==> config.mk <==
export PLATFORM = sky130hd
export DESIGN_NAME = ascii_radix_converter
export DESIGN_NICKNAME = d
export VERILOG_FILES = /design/src/hdl/arc_pkg.sv /design/src/hdl/arc_div_unit.sv /design/src/hdl/arc_digit_buf.sv /design/src/hdl/ascii_radix_converter.sv
export SDC_FILE = /design/constraint.sdc
export NUM_CORES = 1
export LEC_CHECK = 0
export BUFFER_PORTS_ARGS = -buffer_cell sky130_fd_sc_hd__buf_4
export CAP_MARGIN = 40
export CORE_MARGIN = 4
export CORE_UTILIZATION = 45
export CTS_BUF_LIST = sky130_fd_sc_hd__clkbuf_4 sky130_fd_sc_hd__clkbuf_8
export DETAILED_ROUTE_END_ITERATION = 6
export RECOVER_POWER = 100
export SETUP_SLACK_MARGIN = 0.3
export SLEW_MARGIN = 20
export SYNTH_ARGS = -nofsm -noshare
export SYNTH_HDL_FRONTEND = slang
export SYNTH_SLANG_ARGS = --single-unit
export TNS_END_PERCENT = 5
==> constraint.sdc <==
create_clock -name clk -period 6.44 [get_ports clk]
set_input_delay 0.644 -clock clk [delete_from_list [all_inputs] [get_ports clk]]
set_output_delay 0.644 -clock clk [all_outputs]
set_load 0.01 [all_outputs]
==> src/hdl/arc_pkg.sv <==
`timescale 1ns / 1ps

package arc_pkg;

  // ASCII codes
  localparam logic [7:0] CH_B    = 8'h42;
  localparam logic [7:0] CH_D    = 8'h44;
  localparam logic [7:0] CH_H    = 8'h48;
  localparam logic [7:0] CH_ZERO = 8'h30;
  localparam logic [7:0] CH_ONE  = 8'h31;
  localparam logic [7:0] CH_NINE = 8'h39;
  localparam logic [7:0] CH_LC_A = 8'h61;
  localparam logic [7:0] CH_LC_F = 8'h66;
  localparam logic [7:0] CH_UC_A = 8'h41;
  localparam logic [7:0] CH_UC_F = 8'h46;

  typedef logic [1:0] radix_t;
  localparam radix_t RADIX_BIN = 2'd0;
  localparam radix_t RADIX_DEC = 2'd1;
  localparam radix_t RADIX_HEX = 2'd2;

  localparam logic [4:0] DEC_DIVISOR = 5'd10;
  // floor(x / 10) == (x * DEC_RECIP) >> DEC_SHIFT for every 12-bit x
  localparam logic [11:0] DEC_RECIP = 12'd3277;
  localparam int          DEC_SHIFT = 15;

  // most output characters per number
  localparam int MAX_OUT = 32;
  localparam int IDX_W   = $clog2(MAX_OUT);

  typedef logic [1:0] state_t;
  localparam state_t ST_IDLE  = 2'd0;
  localparam state_t ST_DIV   = 2'd1;
  localparam state_t ST_EMIT  = 2'd2;
  localparam state_t ST_FETCH = 2'd3;

  function automatic logic letter_ok(input logic [7:0] s);
    return (s == CH_B) || (s == CH_D) || (s == CH_H);
  endfunction

  function automatic radix_t to_radix(input logic [7:0] s);
    radix_t r;
    if (s == CH_B) begin
      r = RADIX_BIN;
    end else if (s == CH_D) begin
      r = RADIX_DEC;
    end else begin
      r = RADIX_HEX;
    end
    return r;
  endfunction

  // lowercase hex digit
  function automatic logic [7:0] digit_ascii(input logic [3:0] d);
    logic [7:0] c;
    if (d < 4'd10) begin
      c = CH_ZERO + {4'b0, d};
    end else begin
      c = CH_LC_A + {4'b0, d} - 8'd10;
    end
    return c;
  endfunction

endpackage

==> src/hdl/arc_div_unit.sv <==
`timescale 1ns / 1ps

// Divides by the output radix. Powers of two are a single registered shift;
// decimal is a long division one byte per step (reciprocal multiply on
// remainder:byte), ceil(VALUE_WIDTH/8) steps, done raised with the last step.
module arc_div_unit import arc_pkg::*; #(
  parameter int VALUE_WIDTH = 32
) (
  input  logic                   clk,
  input  logic                   rst,
  input  logic                   start,
  input  radix_t                 radix,
  input  logic [VALUE_WIDTH-1:0] dividend,
  output logic                   busy,
  output logic                   done,
  output logic [VALUE_WIDTH-1:0] quo,
  output logic [3:0]             rem
);

  // dividend padded up to whole bytes
  localparam int STEPS = (VALUE_WIDTH + 7) / 8;
  localparam int PAD_W = STEPS * 8;
  localparam int CNT_W = $clog2(STEPS + 1);

  logic [PAD_W-1:0] work;
  logic [CNT_W-1:0] cnt;
  logic [11:0]      chunk_val;
  logic [23:0]      prod;
  logic [7:0]       q_chunk;
  logic [11:0]      q_times10;

  assign quo       = work[VALUE_WIDTH-1:0];
  assign chunk_val = {rem, work[PAD_W-1 -: 8]};
  assign prod      = chunk_val * DEC_RECIP;
  assign q_chunk   = 8'(prod >> DEC_SHIFT);
  assign q_times10 = {4'b0, q_chunk} * {7'b0, DEC_DIVISOR};

  always_ff @(posedge clk) begin
    if (rst) begin
      busy <= 1'b0;
      done <= 1'b0;
      cnt  <= '0;
    end else begin
      done <= 1'b0;
      if (start) begin
        case (radix)
          RADIX_BIN: begin
            work <= PAD_W'(dividend >> 1);
            rem  <= {3'b0, dividend[0]};
            done <= 1'b1;
          end
          RADIX_HEX: begin
            work <= PAD_W'(dividend >> 4);
            rem  <= dividend[3:0];
            done <= 1'b1;
          end
          default: begin
            work <= PAD_W'(dividend);
            rem  <= '0;
            cnt  <= CNT_W'(STEPS);
            busy <= 1'b1;
          end
        endcase
      end else if (busy) begin
        // quotient bytes shift in at the bottom as dividend bytes leave the top
        work <= (work << 8) | PAD_W'(q_chunk);
        rem  <= 4'(chunk_val - q_times10);
        cnt  <= cnt - CNT_W'(1);
        if (cnt == CNT_W'(1)) begin
          busy <= 1'b0;
          done <= 1'b1;
        end
      end
    end
  end

endmodule

==> src/hdl/arc_digit_buf.sv <==
`timescale 1ns / 1ps

// Simple dual-port RAM with registered read.
module arc_digit_buf #(
  parameter int WIDTH = 4,
  parameter int DEPTH = 32
) (
  input  logic                     clk,
  input  logic                     wr_en,
  input  logic [$clog2(DEPTH)-1:0] wr_addr,
  input  logic [WIDTH-1:0]         wr_data,
  input  logic [$clog2(DEPTH)-1:0] rd_addr,
  output logic [WIDTH-1:0]         rd_data
);

  logic [WIDTH-1:0] mem [DEPTH];

  always_ff @(posedge clk) begin
    if (wr_en) begin
      mem[wr_addr] <= wr_data;
    end
    rd_data <= mem[rd_addr];
  end

endmodule

==> src/hdl/ascii_radix_converter.sv <==
`timescale 1ns / 1ps

// ASCII number converter between binary, decimal and hex. Characters are taken
// one per cycle while in_stall is low; a character whose two system letters
// match is echoed at once. After the last character of a number the input
// stalls while the value is taken apart by the shared divider, digits least
// significant first: binary and hex digits come from a single shift each,
// decimal digits from a byte-wise long division. A fetch state then reads the
// leading digit from the digit buffer, and each character leaves at one per
// cycle through the output register, longer only while out_stall holds it. At
// most 32 characters are produced per number (the 32 low digits if more are
// needed).
module ascii_radix_converter import arc_pkg::*; #(
  parameter int VALUE_WIDTH = 32
) (
  input  logic       clk,
  input  logic       rst,
  input  logic       in_valid,
  output logic       in_stall,
  input  logic [7:0] digit_char,
  input  logic [7:0] in_system,
  input  logic [7:0] out_system,
  input  logic       last_char,
  output logic       out_valid,
  input  logic       out_stall,
  output logic [7:0] out_char,
  output logic       last_out,
  output logic       error
);

  state_t                 state;
  logic [VALUE_WIDTH-1:0] accum;
  logic                   dec_stopped;
  logic                   bad_digit;
  radix_t                 conv_radix;
  logic [IDX_W-1:0]       n;

  logic [VALUE_WIDTH-1:0] accum_next;
  logic                   dec_stopped_next;
  logic                   bad_digit_next;

  logic       out_free, accept, letters_ok, echo;
  logic       load_out, load_last, load_err;
  logic [7:0] load_char;

  logic                   div_start, div_busy, div_done;
  logic [VALUE_WIDTH-1:0] div_dividend, div_quo;
  logic [3:0]             div_rem, buf_rd;
  logic                   conv_stop;
  logic [IDX_W-1:0]       rd_idx;

  logic [3:0] dec_val, hex_val;
  logic       is_dec, is_hex;

  assign out_free   = !out_valid || !out_stall;
  assign in_stall   = (state != ST_IDLE) || !out_free;
  assign accept     = in_valid && !in_stall;
  assign letters_ok = letter_ok(in_system) && letter_ok(out_system);
  assign echo       = letters_ok && (in_system == out_system);

  always_comb begin
    is_dec  = (digit_char >= CH_ZERO) && (digit_char <= CH_NINE);
    dec_val = 4'(digit_char - CH_ZERO);
    is_hex  = 1'b1;
    hex_val = dec_val;
    if (!is_dec) begin
      if (digit_char >= CH_LC_A && digit_char <= CH_LC_F) begin
        hex_val = 4'(digit_char - CH_LC_A + 8'd10);
      end else if (digit_char >= CH_UC_A && digit_char <= CH_UC_F) begin
        hex_val = 4'(digit_char - CH_UC_A + 8'd10);
      end else begin
        is_hex = 1'b0;
      end
    end
  end

  always_comb begin
    accum_next       = accum;
    dec_stopped_next = dec_stopped;
    bad_digit_next   = bad_digit;
    case (to_radix(in_system))
      RADIX_BIN: begin
        accum_next = {accum[VALUE_WIDTH-2:0], digit_char == CH_ONE};
      end
      RADIX_DEC: begin
        if (!dec_stopped) begin
          if (is_dec) begin
            // x*10 = x*8 + x*2
            accum_next = (accum << 3) + (accum << 1)
                         + {{(VALUE_WIDTH-4){1'b0}}, dec_val};
          end else begin
            dec_stopped_next = 1'b1;
          end
        end
      end
      default: begin
        if (is_hex) begin
          accum_next = {accum[VALUE_WIDTH-5:0], hex_val};
        end else begin
          bad_digit_next = 1'b1;
        end
      end
    endcase
  end

  assign conv_stop = (div_quo == '0) || (n == IDX_W'(MAX_OUT - 1));

  // registered read: look one digit ahead when the current one leaves
  assign rd_idx = ((state == ST_EMIT) && out_free) ? n - IDX_W'(1) : n;

  always_comb begin
    load_out     = 1'b0;
    load_char    = 8'd0;
    load_last    = 1'b1;
    load_err     = 1'b1;
    div_start    = 1'b0;
    div_dividend = accum_next;
    case (state)
      ST_IDLE: begin
        if (accept) begin
          if (!letters_ok) begin
            load_out = last_char;
          end else if (echo) begin
            load_out  = 1'b1;
            load_char = digit_char;
            load_last = last_char;
            load_err  = 1'b0;
          end else if (last_char) begin
            load_out  = bad_digit_next;
            div_start = !bad_digit_next;
          end
        end
      end
      ST_DIV: begin
        div_dividend = div_quo;
        div_start    = div_done && !conv_stop;
      end
      ST_EMIT: begin
        load_out  = out_free;
        load_char = digit_ascii(buf_rd);
        load_last = (n == '0);
        load_err  = 1'b0;
      end
      default: begin
      end
    endcase
  end

  always_ff @(posedge clk) begin
    if (rst) begin
      state       <= ST_IDLE;
      accum       <= '0;
      dec_stopped <= 1'b0;
      bad_digit   <= 1'b0;
      conv_radix  <= RADIX_BIN;
      n           <= '0;
    end else begin
      case (state)
        ST_IDLE: begin
          if (accept && letters_ok && !echo) begin
            accum       <= accum_next;
            dec_stopped <= dec_stopped_next;
            bad_digit   <= bad_digit_next;
          end
          if (accept && last_char) begin
            accum       <= '0;
            dec_stopped <= 1'b0;
            bad_digit   <= 1'b0;
          end
          if (div_start) begin
            state      <= ST_DIV;
            conv_radix <= to_radix(out_system);
            n          <= '0;
          end
        end
        ST_DIV: begin
          if (div_done) begin
            if (conv_stop) begin
              state <= ST_FETCH;
            end else begin
              n <= n + IDX_W'(1);
            end
          end
        end
        ST_FETCH: begin
          state <= ST_EMIT;
        end
        ST_EMIT: begin
          if (out_free) begin
            if (n == '0) begin
              state <= ST_IDLE;
            end else begin
              n <= n - IDX_W'(1);
            end
          end
        end
        default: begin
          state <= ST_IDLE;
        end
      endcase
    end
  end

  always_ff @(posedge clk) begin
    if (rst) begin
      out_valid <= 1'b0;
    end else if (load_out) begin
      out_valid <= 1'b1;
    end else if (!out_stall) begin
      out_valid <= 1'b0;
    end
  end

  always_ff @(posedge clk) begin
    if (load_out) begin
      out_char <= load_char;
      last_out <= load_last;
      error    <= load_err;
    end
  end

  arc_div_unit #(
    .VALUE_WIDTH(VALUE_WIDTH)
  ) u_div (
    .clk      (clk),
    .rst      (rst),
    .start    (div_start),
    .radix    ((state == ST_IDLE) ? to_radix(out_system) : conv_radix),
    .dividend (div_dividend),
    .busy     (div_busy),
    .done     (div_done),
    .quo      (div_quo),
    .rem      (div_rem)
  );

  arc_digit_buf #(
    .WIDTH(4),
    .DEPTH(MAX_OUT)
  ) u_buf (
    .clk     (clk),
    .wr_en   ((state == ST_DIV) && div_done),
    .wr_addr (n),
    .wr_data (div_rem),
    .rd_addr (rd_idx),
    .rd_data (buf_rd)
  );

  a_done_in_div: assert property (@(posedge clk) disable iff (rst)
    div_done |-> (state == ST_DIV))
    else $error("divider finished outside conversion");

  a_dec_rem: assert property (@(posedge clk) disable iff (rst)
    (div_done && conv_radix == RADIX_DEC) |-> (div_rem <= 4'd9))
    else $error("decimal remainder out of range");

  a_emit_idle_div: assert property (@(posedge clk) disable iff (rst)
    (state == ST_EMIT) |-> !div_busy)
    else $error("divider busy while emitting");

endmodule

Word level (Yosys, flattened, before mapping):

Memories as Yosys holds them, arrays and structs flattened. A register that Yosys moved wholly into a read port is not among the register bits.
Cells that the tools add are included.

* add/sub/neg operators: 14
* $mul: 2
* order comparisons: 7
* eq/ne operators: 24
* muxes and demuxes: 84
* bitwise logic cells: 2
* reductions and logical operators: 45

Operator list (number)
* $mux 32: 8
* $pmux 32 s2: 2
* $eq 8x7->1 const B: 6
* $mux 1: 38
* $add 32x32->32: 1
* $add 32x4->32: 1
* $logic_not 32->1: 1
* $mux 8: 4
* $or 32x8->32: 1
* $mux 5: 6
* $mul 12x12->23 const B: 1
* $mux 2: 10
* $mux 4: 5
* $ge 8x7->1 const B: 2
* $le 8x7->1 const B: 2
* $pmux 8 s2: 1
* $pmux 5 s3: 1
* $logic_and 1x1->1: 12
* $ne 2x2->1 const B: 6
* $sub 4x1->4 const B: 3
* $mux 3: 3
* $add 4x4->4 const B: 2
* $add 7x4->8 const A: 1
* $eq 8x6->1 const B: 1
* 31 further kinds: 60

* register bits after elaboration: 95
* memory bits (writable): 128
* output and inout bits: 12
* word-level logic and storage cells: 194
* memories kept: 1

Memories
* u_buf.mem: depth 32, width 4, read ports 1, clocked after memory_dff 1, write ports 1, RTL line arc_digit_buf.sv:16 `logic [WIDTH-1:0] mem [DEPTH];`

Logic depth before layout (Yosys ltp):

* depth in word-level cells: 15
* gate-level depth with buffers: 23

Hierarchy:

Synthesis repeated with hierarchy kept, for this count alone.

* cell total of the unflattened synthesis: 1441
* area total of the unflattened synthesis: 15925.3 µm²

By module, submodules not included
* ascii_radix_converter: times used 1, cells an instance 711, area an instance 5849.4 µm², sequential area each 1181.1 µm²
* arc_digit_buf: times used 1, cells an instance 231, area an instance 5138.7 µm², sequential area each 3923.8 µm²
* arc_div_unit: times used 1, cells an instance 499, area an instance 4937.2 µm², sequential area each 1181.1 µm²

Worst setup path before layout:

No wires, ideal clock.

* path type: reg2reg
* from: register u_div.work[27], in the netlist u_div.quo[27]
* to: register u_div.rem[3] (data pin)
* arrival: 5358 ps
* data required time: 6178 ps
* path slack: 819 ps
* cell stages (with the launch flop): 23
* period minus slack after synthesis: 5621 ps
* cells stage by stage: edfxtp_1 > inv_1 > ha_1 > inv_1 > fa_1 > inv_1 > fa_1 > fa_1 > inv_1 > fa_1 > inv_1 > ha_1 > and4_1 > a221oi_1 > o21ai_0 > a21oi_1 > xnor2_1 > ha_1 > fa_1 > xor2_1 > xnor2_1 > xnor2_1 > o22ai_1

* word-level cells in the longest chain between the ends: 6
* elaborated cells between the ends (all ways): 10
* classes of those cells: add/sub (1); mul (2); mux (3); reduce/logical (4)

Ends and longest elaborated chain
* start: declaration: RTL line arc_div_unit.sv:25 `logic [PAD_W-1:0] work;`
* start signal: assignment: RTL line arc_div_unit.sv:48 `work <= PAD_W'(dividend >> 1);`
* start signal: assignment: RTL line arc_div_unit.sv:53 `work <= PAD_W'(dividend >> 4);`
* start signal: assignment: RTL line arc_div_unit.sv:58 `work <= PAD_W'(dividend);`
* parallel branches: the longest is 5 deep, another holds $mul 12x12->23
* $mux 4 (*): RTL line arc_div_unit.sv:45 `if (start) begin`
* end signal: assignment: RTL line arc_div_unit.sv:49 `rem <= {3'b0, dividend[0]};`
* end signal: assignment: RTL line arc_div_unit.sv:54 `rem <= dividend[3:0];`
* end signal: assignment: RTL line arc_div_unit.sv:67 `rem <= 4'(chunk_val - q_times10);`
* end: declaration: RTL line arc_div_unit.sv:17 `output logic [3:0] rem`

Every way passes the cells marked *. The select of a mux whose other input is x is not followed.
A chain may end at the register's enable or synchronous reset.

Final worst setup path:

* from: register u_div.work[26], in the netlist u_div.quo[26]
* to: register u_div.rem[3] (data pin)

Same word-level chain as after synthesis.

==> out/results.ini <==
[outcome]
status = finished with violations
violations = capacitance limit, slew limit

[clock_network]
htree_num_levels = 2
clock_path_buffers = 3
clk_latency_ns = 0.58
cts_sinks = 227
cts_hold_buf = 0
root_buffer = clkbuf_8
clk_pin_slew_worst_paths_ns = 0.07
cts_tree = done
cts_made_buffers = 42

[floorplanning]
die_area_um2 = 40000
fp.dieW_um = 200
io_pins = 41
initial_core_util_pct = 45.4
core_um2 = 36500
core.rowCount = 70
die_h_um = 200

[sta]
relSlewSlack_pct = -79.6
slew_violations = 111
fmax_ghz = 0.168
finalSetupViolCount = 0
finalSetupTns_ns = 0
rsz0062_at_grt = false
worst_pin_slew_ns = 2.69
post-route-min-period_ns = 5.95
finClkSkew_ns = 0.0284
finalCritPeriodShare_pct = 92.3
setup_ws_ns = 0.493
finalHoldViolations = 0

[routing]
firstDrtPassIters = 6
wl_per_cell_um = 20.9
vias = 13300
drt-vias-per-instance = 6.09
drt_iter0_drc = 1257
route.detailed.drc = 0
route.antenna.remaining_nets = 0
routed_wl_um = 45700

[placement]
dpl.hpwl_um = 33600
pre_cts_ws_ns = 0.342
place_congestion = 0.929
port_buffers = 40

[synth]
synth-edff-count = 174
ys_seq_area_share_pct = 37.9
synth_cells = 1637
synth_area_per_cell_um2 = 10.1
synthesis.area_um2 = 16600
synth_flop_cell = edfxtp_1
ys_seq_elements = 227
yosysUniqueCellTypes = 81
syn_nets = 1868
async_reset_ff_share_pct = 0
yosysWarnings = 0

[global_route]
grtUsageMet1_pct = 33.8
grt_pass1_vias = 13000
grt_remaining_overflow = 0
grt_start_max_net_pins = 60
grt_first_pass_wirelength_um = 72400
grt_usage_pct = 22.7
met3_usage_pct = 3.39
busiest_layer = met2
antenna_found_initial = 0
gr-usage-met2_pct = 35.2

[critical_path]
critPathKind = reg -> reg
cp.arrival_ns = 6.24
worstPathCellList = inv_1 -> ha_1 -> inv_1 -> fa_1 -> inv_1 -> fa_1 -> fa_1 -> inv_1 -> fa_1 -> inv_1 -> ha_1 -> and4_1 -> a221oi_1 -> o21ai_0 -> a21oi_1 -> xnor2_1 -> ha_1 -> fa_1 -> xor2_1 -> xnor2_1 -> xnor2_1 -> o22ai_1
max_stage_delay_ns = 0.55
crit_path_top_delay_cell = fa_1
critPathMaxFanout = 4
timing.critical_path.from_type = register
cp.required_ns = 6.73
critPathCaptureType = register

[power_and_ir_drop]
combPwrFrac_pct = 10.7
power_mw = 3.27
cellLeakagePower_nw = 7.09
switching_power_mw = 0.881
sequentialPowerShare_pct = 47.9
internal_power_mw = 2.39
clock_power_share_pct = 41.3
pwr_density_cell_nw_per_um2 = 179
peakVddDrop_mv = 0.136
switching_share_pct = 27.0

[cells_and_area]
final_cell_mix = edfxtp_1 (174), ha_1 (162), nor2_1 (143)
drive_above_1_share_pct = 11.8
fin_nets = 1919
diodes = 0
final_common_cell = edfxtp_1
areaGrowthSynthToFinish_pct = 10.0

[min_path]
min_path_type = in -> reg

[job]
maxCapViolCount = 3

## state kept, by name (all words and copies together) (netlist names), 2 cells and up
signal and cells:
u_div.quo 32, accum 32, u_buf.mem 128, u_div.cnt 3
conv_radix 2, u_div.rem 4, out_char 8, n 5
u_buf.rd_data 4, state 2
## kinds of logic (layout without fill, tap and decap cells)
family / count (synthesis) / in the layout / synth area share [%]
AOI/OAI and AO/OA: 427 / 427 / 17.3
xor gates and xnor gates: 50 / 50 / 2.72
adders and majority gates: 202 / 202 / 17.0
buffers and inverters: 196 / 278 / 4.48
DFF: 227 / 227 / 37.9
muxes: 71 / 71 / 7.37
and+or+nand+nor: 464 / 464 / 13.2
## worst paths after layout
kind / startpoint / end / slack, ns / cells past startpoint
max reg2reg: u_div.quo[26]$_DFFE_PP_ / u_div.rem[3]$_DFFE_PP_ / 0.49 / 22
max: u_div.quo[26]$_DFFE_PP_ / u_div.rem[3]$_DFFE_PP_ / 0.49 / 22
min: digit_char[5] / out_char[5]$_DFFE_PP_ / 0.37 / 3
min reg2reg: u_div.cnt[1]$_SDFFE_PP0P_ / u_div.cnt[1]$_SDFFE_PP0P_ / 0.50 / 2
## what timing repair did
item                       in CTS  in global routing
buffers inserted                0                  5
setup endpoints to repair       0                  1
gates resized for setup         0                  1
## routing by layer
| layer | routed length, µm | vias up |
|---|---|---|
| li1 | - | 6264 |
| met1 | 20800 | 6478 |
| met2 | 20700 | 515 |
| met3 | 3460 | 65 |
| met4 | 772 | 0 |
| met5 | 0 | - |
## power groups by stage
| stage | Combinational (mW) | Sequential [mW] | Clock, mW |
|---|---|---|---|
| after floorplan | 0.234 | 1.60 | 0 |
| final | 0.351 | 1.57 | 1.35 |
| after detailed placement | 0.350 | 1.60 | 0 |
| after global placement | 0.347 | 1.60 | 0 |
| after global routing | 0.379 | 1.57 | 1.44 |
| after CTS | 0.350 | 1.57 | 1.38 |
## Yosys cell counts (8+ instances only)
| cell type | count | area [µm²] |
|---|---|---|
| a31oi_1 | 14 | 87.6 |
| xor2_1 | 16 | 140 |
| nor4_1 | 16 | 100 |
| o221ai_1 | 12 | 105 |
| nand2_1 | 135 | 507 |
| mux4_2 | 40 | 901 |
| nand4_1 | 14 | 87.6 |
| nand2b_1 | 15 | 93.8 |
| o21bai_1 | 10 | 75.1 |
| mux2_2 | 10 | 113 |
| inv_1 | 115 | 432 |
| and2_1 | 8 | 50.1 |
| edfxtp_1 | 174 | 5230 |
| xnor2_1 | 33 | 289 |
| or3_1 | 14 | 87.6 |
| o211ai_1 | 20 | 150 |
| ha_1 | 162 | 2030 |
| mux2i_1 | 21 | 210 |
| o21ai_0 | 63 | 315 |
| nand3_1 | 40 | 200 |
| nor2_1 | 143 | 537 |
| o22ai_1 | 20 | 125 |
| a21o_1 | 18 | 135 |
| a21oi_1 | 119 | 596 |
| nor3_1 | 30 | 150 |
| o31ai_1 | 10 | 75.1 |
| and3_1 | 10 | 62.6 |
| a211oi_1 | 21 | 158 |
| dfxtp_1 | 53 | 1060 |
| a22oi_1 | 10 | 75.1 |
| clkbuf_1 | 67 | 251 |
| fa_1 | 40 | 801 |
| o21a_1 | 22 | 165 |
## layout make-up
cell class                 instances  area [µm²]
multi-input combinational       1214        9580
timing repair buffer              87         566
clock inverter                    18         116
clock buffer                      57         691
inverter                         116         435
fill                            3389       18300
sequential                       227        6290
tap                              468         586
## worst max-delay path, delay by kind of cell (launching register included)
family	cells	cell delay, ns
DFF	1	0.43
buffers and inverters	5	0.35
adders and majority gates	8	3.28
AOI/OAI and AO/OA	4	0.78
and+or+nand+nor	1	0.23
xor gates and xnor gates	4	0.60
## per-stage QoR
| stage | instance area, µm² | hold WS [ns] | std cells | util [%] |
|---|---|---|---|---|
| floorplan | 16600 | 0.454 | 1637 | - |
| global placement | 17500 | 0.473 | 2100 | 47.9 |
| detailed placement | 17500 | 0.491 | 2104 | 48.0 |
| CTS | 18300 | 0.344 | 2179 | 50.2 |
| global route | 18300 | 0.366 | 2187 | 50.0 |
| finish | 18300 | 0.372 | 2187 | 50.0 |
Power figures use the tool's default switching activity.
